==> config.mk <==
export PLATFORM = sky130hd
export DESIGN_NAME = epqa_queue
export DESIGN_NICKNAME = d
export VERILOG_FILES = /design/src/hdl/epqa_pkg.sv /design/src/hdl/epqa_queue.sv
export SDC_FILE = /design/constraint.sdc
export NUM_CORES = 1
export LEC_CHECK = 0
export ABC_AREA = 1
export ABC_CLOCK_PERIOD_IN_PS = 5890
export BUFFER_PORTS_ARGS = -buffer_cell sky130_fd_sc_hd__buf_4
export CORE_AREA = 2 2 214 174
export CTS_BUF_LIST = sky130_fd_sc_hd__clkbuf_8
export DETAILED_ROUTE_END_ITERATION = 16
export DIE_AREA = 0 0 216 176
export PLACE_DENSITY = 0.64
export SLEW_MARGIN = 20
export SYNTH_ARGS = -nofsm -noshare
export SYNTH_HDL_FRONTEND = slang
export SYNTH_SLANG_ARGS = --single-unit
==> constraint.sdc <==
create_clock -name clk -period 5.89 [get_ports clk]
set_input_delay 0.8835 -clock clk [delete_from_list [all_inputs] [get_ports clk]]
set_output_delay 0.8835 -clock clk [all_outputs]
set_load 0.005 [all_outputs]
==> src/hdl/epqa_pkg.sv <==
// ----------------------------------------------------------------------------
// epqa_pkg
// Shared types, constants and tables of the event-plane q-vector accumulator.
// ----------------------------------------------------------------------------
`default_nettype none

package epqa_pkg;

    // CORDIC depth and scaling
    localparam int VEC_ITERS      = 30;
    localparam int ROT_ITERS      = 16;
    localparam int PRESCALE_SHIFT = 10;
    localparam int ROT_W          = 18;
    localparam logic signed [ROT_W-1:0] ROT_START = 18'sd9949;

    // Track cuts
    localparam logic signed [31:0] ION_LIMIT = 32'sd1000000000;
    localparam logic signed [15:0] ETA_SPLIT = 16'sd11469;

    // Result queue between front and back
    localparam int QUEUE_DEPTH = 4;

    // Arctangent of 2^-i as 32-bit binary angles
    localparam logic [31:0] ATAN_TAB [0:VEC_ITERS-1] = '{
        32'd536870912, 32'd316933406, 32'd167458907, 32'd85004756, 32'd42667331,
        32'd21354465, 32'd10679838, 32'd5340245, 32'd2670163, 32'd1335087,
        32'd667544, 32'd333772, 32'd166886, 32'd83443, 32'd41722,
        32'd20861, 32'd10430, 32'd5215, 32'd2608, 32'd1304,
        32'd652, 32'd326, 32'd163, 32'd81, 32'd41,
        32'd20, 32'd10, 32'd5, 32'd3, 32'd1
    };

    // Configuration register indexes
    typedef enum logic [2:0] {
        REG_PT_FLOOR      = 3'd0,
        REG_VTX_R2_MAX    = 3'd1,
        REG_WIN_A_LOW     = 3'd2,
        REG_WIN_A_HIGH    = 3'd3,
        REG_WIN_B_LOW     = 3'd4,
        REG_WIN_B_HIGH    = 3'd5,
        REG_WIN_C_LOW     = 3'd6,
        REG_WIN_C_HIGH    = 3'd7
    } cfg_reg_t;

    typedef struct packed {
        logic [19:0]        pt_floor;
        logic [47:0]        vertex_radius_sq_max;
        logic signed [15:0] window_a_low;
        logic signed [15:0] window_a_high;
        logic signed [15:0] window_b_low;
        logic signed [15:0] window_b_high;
        logic signed [15:0] window_c_low;
        logic signed [15:0] window_c_high;
    } cfg_t;

    // Classified transaction handed from front to back
    typedef struct packed {
        logic                    eoe;
        logic                    in_a;
        logic                    in_b;
        logic                    in_c;
        logic signed [ROT_W-1:0] a_re;
        logic signed [ROT_W-1:0] a_im;
        logic signed [ROT_W-1:0] bc_re;
        logic signed [ROT_W-1:0] bc_im;
    } qitem_t;

endpackage

`default_nettype wire

==> src/hdl/epqa_queue.sv <==
// ----------------------------------------------------------------------------
// epqa_queue
// Small FIFO of classified transactions between front and back.
// ----------------------------------------------------------------------------
`default_nettype none

module epqa_queue (
    input  wire logic              clk,
    input  wire logic              rst_n,
    input  wire logic              push,
    input  wire epqa_pkg::qitem_t  push_item,
    input  wire logic              pop,
    output logic                   full,
    output logic                   not_empty,
    output epqa_pkg::qitem_t       head_item
);

    localparam int D  = epqa_pkg::QUEUE_DEPTH;
    localparam int PW = $clog2(D);

    epqa_pkg::qitem_t mem [0:D-1];
    logic [PW-1:0]    wr_ptr_reg;
    logic [PW-1:0]    rd_ptr_reg;
    logic [PW:0]      count_reg;

    // Store pushed transactions
    always_ff @(posedge clk)
    begin
        if (push)
        begin
            mem[wr_ptr_reg] <= push_item;
        end
    end

    // Move pointers and fill count
    always_ff @(posedge clk or negedge rst_n)
    begin
        if (!rst_n)
        begin
            wr_ptr_reg <= '0;
            rd_ptr_reg <= '0;
            count_reg  <= '0;
        end
        else
        begin
            if (push)
            begin
                wr_ptr_reg <= (wr_ptr_reg == PW'(D - 1)) ? '0 : wr_ptr_reg + 1'b1;
            end
            if (pop)
            begin
                rd_ptr_reg <= (rd_ptr_reg == PW'(D - 1)) ? '0 : rd_ptr_reg + 1'b1;
            end
            if (push && !pop)
            begin
                count_reg <= count_reg + 1'b1;
            end
            else if (pop && !push)
            begin
                count_reg <= count_reg - 1'b1;
            end
        end
    end

    assign full      = (count_reg == (PW+1)'(D));
    assign not_empty = (count_reg != '0);
    assign head_item = mem[rd_ptr_reg];

endmodule

`default_nettype wire

Yosys cells after proc, flatten, opt, wreduce, memory -nomap -nowiden:

Memories as Yosys holds them, arrays and structs flattened.
Index checks and enable logic that the tools add are counted.

* bits in registers: 7
* bits in writable memories: 304
* input bits: 80
* output and inout port bits: 78
* word-level logic and storage cells: 23
* memories kept: 1

Memory list
* mem: depth 4, bits a word 76, read ports 1, clocked after Yosys merged registers in 0, wr ports 1, line epqa_queue.sv:21 `epqa_pkg::qitem_t mem [0:D-1];`

* add/sub/neg operators: 4
* eq/ne operators: 3
* multiplexer cells: 6
* reductions and logical operators: 6

Operator list (count)
* $mux 3: 2
* $add 2x1->2 const B: 2
* $eq 2x2->1 const B: 2
* $mux 2: 2
* $add 3x1->3 const B: 1
* $eq 3x3->1 const B: 1
* $reduce_bool 3->1: 1
* $sub 3x1->3 const B: 1
* $logic_and 1x1->1: 2
* $logic_not 1->1: 2
* $mux 1: 2
* $reduce_bool 2->1: 1

Logic depth before layout (Yosys ltp):

Gate-level depths: netlist of run 1.

* word-level depth: 4
* gate-level depth with buffers: 9
* gate-level depth less buffers: 9

Least setup slack after synthesis of run 1:

OpenSTA, ideal clock, no wires.

* path type: input port to flip-flop
* start: in push
* end: mem mem[3][0] (netlist name) (enable)
* library setup time: 430 ps
* data arrival time: 2399 ps
* required time: 5460 ps
* path slack: 3061 ps
* stages: 2
* buffers on the path: 0
* path through: nand2_1 -> inv_1

* longest elaborated chain between the ends: 2

Ends and longest elaborated chain
* start: declaration: line epqa_queue.sv:10 `input wire logic push,`
* $mux 1: line epqa_queue.sv:29 `if (push)`
* $mux 1 (implied by the code): line epqa_queue.sv:31 `mem[wr_ptr_reg] <= push_item;`
* end: declaration: line epqa_queue.sv:21

No other way between the ends.

==> metrics.txt, run 1 <==
status=finished clean; Post-synth ARST share=0.02251; Final period util=0.6677; Sequential Power Share=0.442; Net Count, Synth=1,027; Max Root-Sink Buffers=3; antenna diode count=0; Required @ worst endpoint=between 5 and 6 ns; top cells by count, synth=edfxtp_1, nand2_1, inv_1; Worst Hold Class=input pin to async pin; Clock transition at path regs=0.06 ns; fillers=3,334; max reg flops=304; Static Leak=6.014 nW; Pins Over Slew Limit=0; Setup Crit Path Kind=register to output port; share of cells above drive strength 1=0.2032; initial drt markers=slightly below 400; worst slew pin tran=1.044 ns; Max-cap violations=0; Final Setup Violations=0; Slew headroom=0.3041; routability cong.=a little under 0.7; DIE AREA=roughly 38,000 um2; Routed wire per std cell=15.27 um; first-pass GRT wire length=38,780 um; Combinational Power Share=0.307; Final nets=about 1,200; Peak Freq=254.3 MHz; Post-synth EDFFs=about 300; Remaining Overflow, GRT=0; post-CTS sizing=0; Starting Density=0.3483; crit start category=register; sequential area share after synthesis=0.7486; Worst R2R Setup Slack=3.57 ns; die width=216 um; Core Box Area=35,680 um2; top cell type's share of synthesized area=0.7345; Total GRT Usage=0.1307; vias=7,243; WL met2=11,870 um; Post-Syn Area per Cell=approximately 13 um2; vias in the first global route=7,157; clock power share=0.250; # IOs=158; #FFs+latches synth=311; PwrDens=451.2 nW/um2; TritonCTS clock tree=done; H-tree depth=2; RSZ-0062 raised after global routing=false; CP Capture Type=output port; drt pass-1 iters=4; Synth area leaders=edfxtp_1, o211ai_1, nand2_1; postcts setup bufs=0; Post-CTS Hold Buffers=0; Worst-Skew Late Latency=0.57 ns; min cycle time layout=3.932 ns; Post-Route WL=24,770 um; P_sw=2.154 mW; top sig layer=met4; number of antenna violations at the first check in global routing=0; Clock Tree Root=clkbuf_8; Peak VDD IR=around 0.00034 V; Hold Fails Final Rpt=0; Int Power=~4.6 mW; cts bufs inserted=between 40 and 50; Syn Std Cell Area=12,430 um2; pin count of the biggest net entering global routing=approximately 190; met3 WL=1195 um; DRC Markers=0; Synth cell types=20; Power, Total=6.721 mW; Port Buffers=157; CTS Sinks=approximately 310; most frequent cell after synthesis=edfxtp_1; routed length on met1=11,240 um; antenna-violating nets left=0; yosys synthesis warning count=0; Final Util=0.4175; reg2reg path depth=3; area leader, netlist=edfxtp_1; hpwl dp=14,630 um; Area growth syn-to-layout=19.86%; Synth Flop Type=edfxtp_1; Site Rows=62; Chip Height=~180 um; Synth Instances=940; vias per cell=4.465; Clock Skew=0.01287 ns; worst reg2reg path endpoint=rd_ptr_reg[1]; Crit path arrival time=a little over 3 ns; Crit Path Max Fanout=40; Net Sw Frac=0.3205; Critical R2R Launch=rd_ptr_reg[1]; setup_tns=0 ns
-- worst max path at each step --
stage                              from       endpoint
after floorplan                    push      mem[3][0]
after global placement    rd_ptr_reg[1]  head_item[50]
after detailed placement  rd_ptr_reg[1]  head_item[50]
after CTS                 rd_ptr_reg[1]  head_item[50]
after global routing      rd_ptr_reg[1]  head_item[50]
final                     rd_ptr_reg[1]  head_item[50]
-- logic make-up after synthesis --
family                   share of synthesized area
AO/OA/AOI/OAI                              0.09343
XOR/XNOR                                 0.0007049
flip-flops                                  0.7486
buffers and inverters                      0.07369
adder cells (fa/ha/maj)                   0.007651
AND/OR/NAND/NOR                            0.07591
-- layer usage --
metal,track usage,vias to the layer above
li1,-,3619
met1,0.1699,3423
met2,0.2172,157
met3,0.03204,44
met4,0.04081,0
met5,0,-
-- per-stage QoR --
stage	std cells	setup WS (ns)	area (um2)	hold WS (ns)
CTS	1622	1.856	14900	0.08202
finish	1622	1.958	14900	0.1326
global route	1622	1.729	14900	0.08613
detailed placement	1536	2.495	14000	0.4596
global placement	1536	2.482	14000	0.4521
floorplan	940	3.061	12430	0.4417
-- placed cells by master (no fill, tap or decap) --
cell          n
nor2_1        2
buf_4       166
fa_1          1
dfrtp_1       6
edfxtp_1    304
inv_4         4
xnor2_1       1
inv_8         1
o21ai_1       2
o21ai_0       2
ha_1          6
clkbuf_8     51
bufinv_16     2
clkinv_2      6
dfrtp_4       1
o211ai_1    152
nor3_1        1
nand4_1       1
inv_1       174
clkinv_1     12
clkinvlp_4    1
nand3_1       1
nand2_1     245
-- critical path, cell delays in order (launching register included) --
cell	delay, ns
dfrtp_4	0.72
clkinv_2	0.70
buf_4	0.54
o211ai_1	0.18
nand2_1	0.11
buf_4	0.15
-- power by group through the flow --
| stage | Sequential, mW | Combinational [mW] | Clock [mW] |
|---|---|---|---|
| 6_report | 2.97 | 2.07 | 1.68 |
| 5_1_grt | 3.01 | 2.32 | 1.85 |
| 4_1_cts | 2.98 | 2.13 | 1.75 |
| 2_1_floorplan | 2.97 | 1.25 | 0 |
| 3_5_place_dp | 3.02 | 2.12 | 0 |
| 3_3_place_gp | 3.01 | 2.10 | 0 |
-- cell type report --
cell class | count | area [um2] | share of cell area
clock buffers | 51 | 701.9 | 0.04712
flip-flops and latches | 311 | 9308 | 0.6248
well taps | 480 | 600.6 | 0.04032
repair buffers | 166 | 1246 | 0.08366
multi-input cells | 414 | 2208 | 0.1482
clock inverters | 35 | 193.9 | 0.01302
inverters | 165 | 638.1 | 0.04284
(Power assumes the default switching activity.)
==> run 2, diff against run 1 <==
- ABC_CLOCK_PERIOD_IN_PS: 5890 -> 3700
- clock period: 5.89 -> 3.7 ns (I/O delays scaled with it)
==> metrics.txt, run 2 (synthesis gave the netlist of run 1 again) <==
Clock Skew=between 0.015 and 0.02 ns; Slew headroom=0.3535; clock power share=0.254; CTS Sinks=311; Port Buffers=157; slowest cell on the critical path=dfrtp_1; Final nets=between 1,000 and 1,500; vias in the first global route=around 7,300; Post-Route WL=around 26,000 um; P_sw=3.529 mW; RSZ-0062 raised after global routing=false; vias per cell=roughly 4.5; max reg flops=304; Core Box Area=~36,000 um2; Required @ worst endpoint=roughly 3.1 ns; Worst-Skew Late Latency=just under 0.6 ns; Clock transition at path regs=0.07 ns; Final Setup Violations=0; drt pass-1 iters=5; Clock Tree Root=clkbuf_8; Net Sw Frac=0.3234; area of the multi-input gates=2208 um2; Max-cap violations=0; Setup WS post-layout=between 0.8 and 0.9 ns; pin count of the biggest net entering global routing=105; status=finished clean; Critical R2R Launch=wr_ptr_reg[0]; hold path depth=1; reg2reg path depth=4; DIE AREA=38,020 um2; most frequent cells in the layout=edfxtp_1, nand2_1, inv_1; TritonCTS clock tree=done; worst slew pin tran=0.9698 ns; share of cells above drive strength 1=0.2067; Hold Fails Final Rpt=0; H-tree depth=2; max incr delay on CP=0.46 ns; Crit Path Max Fanout=between 100 and 150; PwrDens=724.1 nW/um2; Max Root-Sink Buffers=3; Int Power=7.381 mW; CP Capture Type=output port; Hold Path End=mem[3][65]; fillers=3,319; Worst Hold Class=input pin to register; first-pass GRT wire length=between 40,000 and 50,000 um; worst path cell trace=inv_8 -> buf_4 -> nand2_1 -> o211ai_1 -> nand2_1 -> buf_4; Routed wire per std cell=15.64 um; DP Worst Slack=1.376 ns; vias=7,313; Site Rows=62; number of antenna violations at the first check in global routing=0; Setup Crit Path Kind=register to output port; cts bufs inserted=51; Worst Hold Launch=push_item[65]; Starting Density=0.3483; Total GRT Usage=0.1354; setup_tns=0 ns; Sequential Power Share=0.434; most common cell after layout, fill and taps aside=edfxtp_1; # IOs=between 150 and 200; initial drt markers=382; antenna-violating nets left=0; post-CTS sizing=0; Crit path arrival time=approximately 2.3 ns; min cycle time layout=2.875 ns; Static Leak=6.114 nW; Worst R2R Setup Slack=1.66 ns; hpwl dp=14,830 um; antenna diode count=0; Peak Freq=~350 MHz; die width=216 um; crit start category=register; Area growth syn-to-layout=21.23%; Final period util=0.7771; Remaining Overflow, GRT=0; Storage cell area=between 9000 and 10,000 um2; Pins Over Slew Limit=0; routability cong.=0.7095; worst reg2reg path endpoint=mem[3][42]; DRC Markers=0; Combinational Power Share=0.312; Peak VDD IR=0.0005601 V; Chip Height=176 um
run 2: changes by cell type in the layout (fill, tap and decap cells not counted), sizes merged:
| cell | previous run | this run |
|---|---|---|
| buf | 166 | 171 |
| clkbuf | 51 | 52 |
| clkinv | 18 | 15 |
| clkinvlp | 1 | 2 |
| dlygate4sd3 | 0 | 1 |
| inv | 179 | 188 |
run 2: per-stage QoR:
step | total power, mW | std cells | util | area (um2) | hold WS (ns)
after floorplan | 6.715 | 940 | - | 12430 | 0.2594
after CTS | 11.11 | 1636 | 0.4222 | 15070 | 0.1134
after global placement | 8.225 | 1541 | 0.3955 | 14110 | 0.3810
after detailed placement | 8.284 | 1541 | 0.3955 | 14110 | 0.3824
final | 10.91 | 1636 | 0.4222 | 15070 | 0.1687
after global routing | 11.64 | 1636 | 0.4222 | 15070 | 0.1267
run 2: metal layers:
metal / global-route usage / up-vias / part of all wire
li1: - / 3640 / -
met2: 0.2199 / 159 / 0.47
met3: 0.03325 / 48 / 0.052
met5: 0 / - / 0
met1: 0.1780 / 3466 / 0.45
met4: 0.04795 / 0 / 0.022
run 2: power groups by stage:
| stage | sequential (mW) | clock, mW | combinational (mW) |
|---|---|---|---|
| 2_1_floorplan | 4.73 | 0 | 1.99 |
| 5_1_grt | 4.79 | 3.04 | 3.82 |
| 3_5_place_dp | 4.81 | 0 | 3.47 |
| 4_1_cts | 4.74 | 2.88 | 3.49 |
| 6_report | 4.73 | 2.78 | 3.40 |
| 3_3_place_gp | 4.79 | 0 | 3.43 |
run 2: area by class of cell:
cell class / count / share of cell area
Clock buffer: 52 / 0.04750
Clock inverter: 42 / 0.01511
Inverter: 165 / 0.04235
Multi-Input combinational cell: 414 / 0.1466
Sequential cell: 311 / 0.6178
Tap cell: 480 / 0.03986
Timing Repair Buffer: 172 / 0.09085
run 2: what timing repair did:
item	4_1_cts	5_1_grt
hold endpoints to repair	7	0
buffers inserted	0	0
hold buffers	1	0
run 2: how the worst max path moves through the flow:
stage	start	end	cells past startpoint
after detailed placement	rd_ptr_reg[1]	head_item[11]	4
after CTS	rd_ptr_reg[1]	head_item[11]	4
after global routing	rd_ptr_reg[0]	head_item[48]	6
after global placement	rd_ptr_reg[1]	head_item[44]	4
after floorplan	wr_ptr_reg[0]	mem[2][0]	4
final	rd_ptr_reg[0]	head_item[50]	6
run 2: critical path: cells and delay by family, from the launching register on:
| family | cells | cell delay, ns |
|---|---|---|
| simple gates | 2 | 0.18 |
| compound gates | 1 | 0.09 |
| buf+inv | 3 | 0.95 |
| flops | 1 | 0.46 |
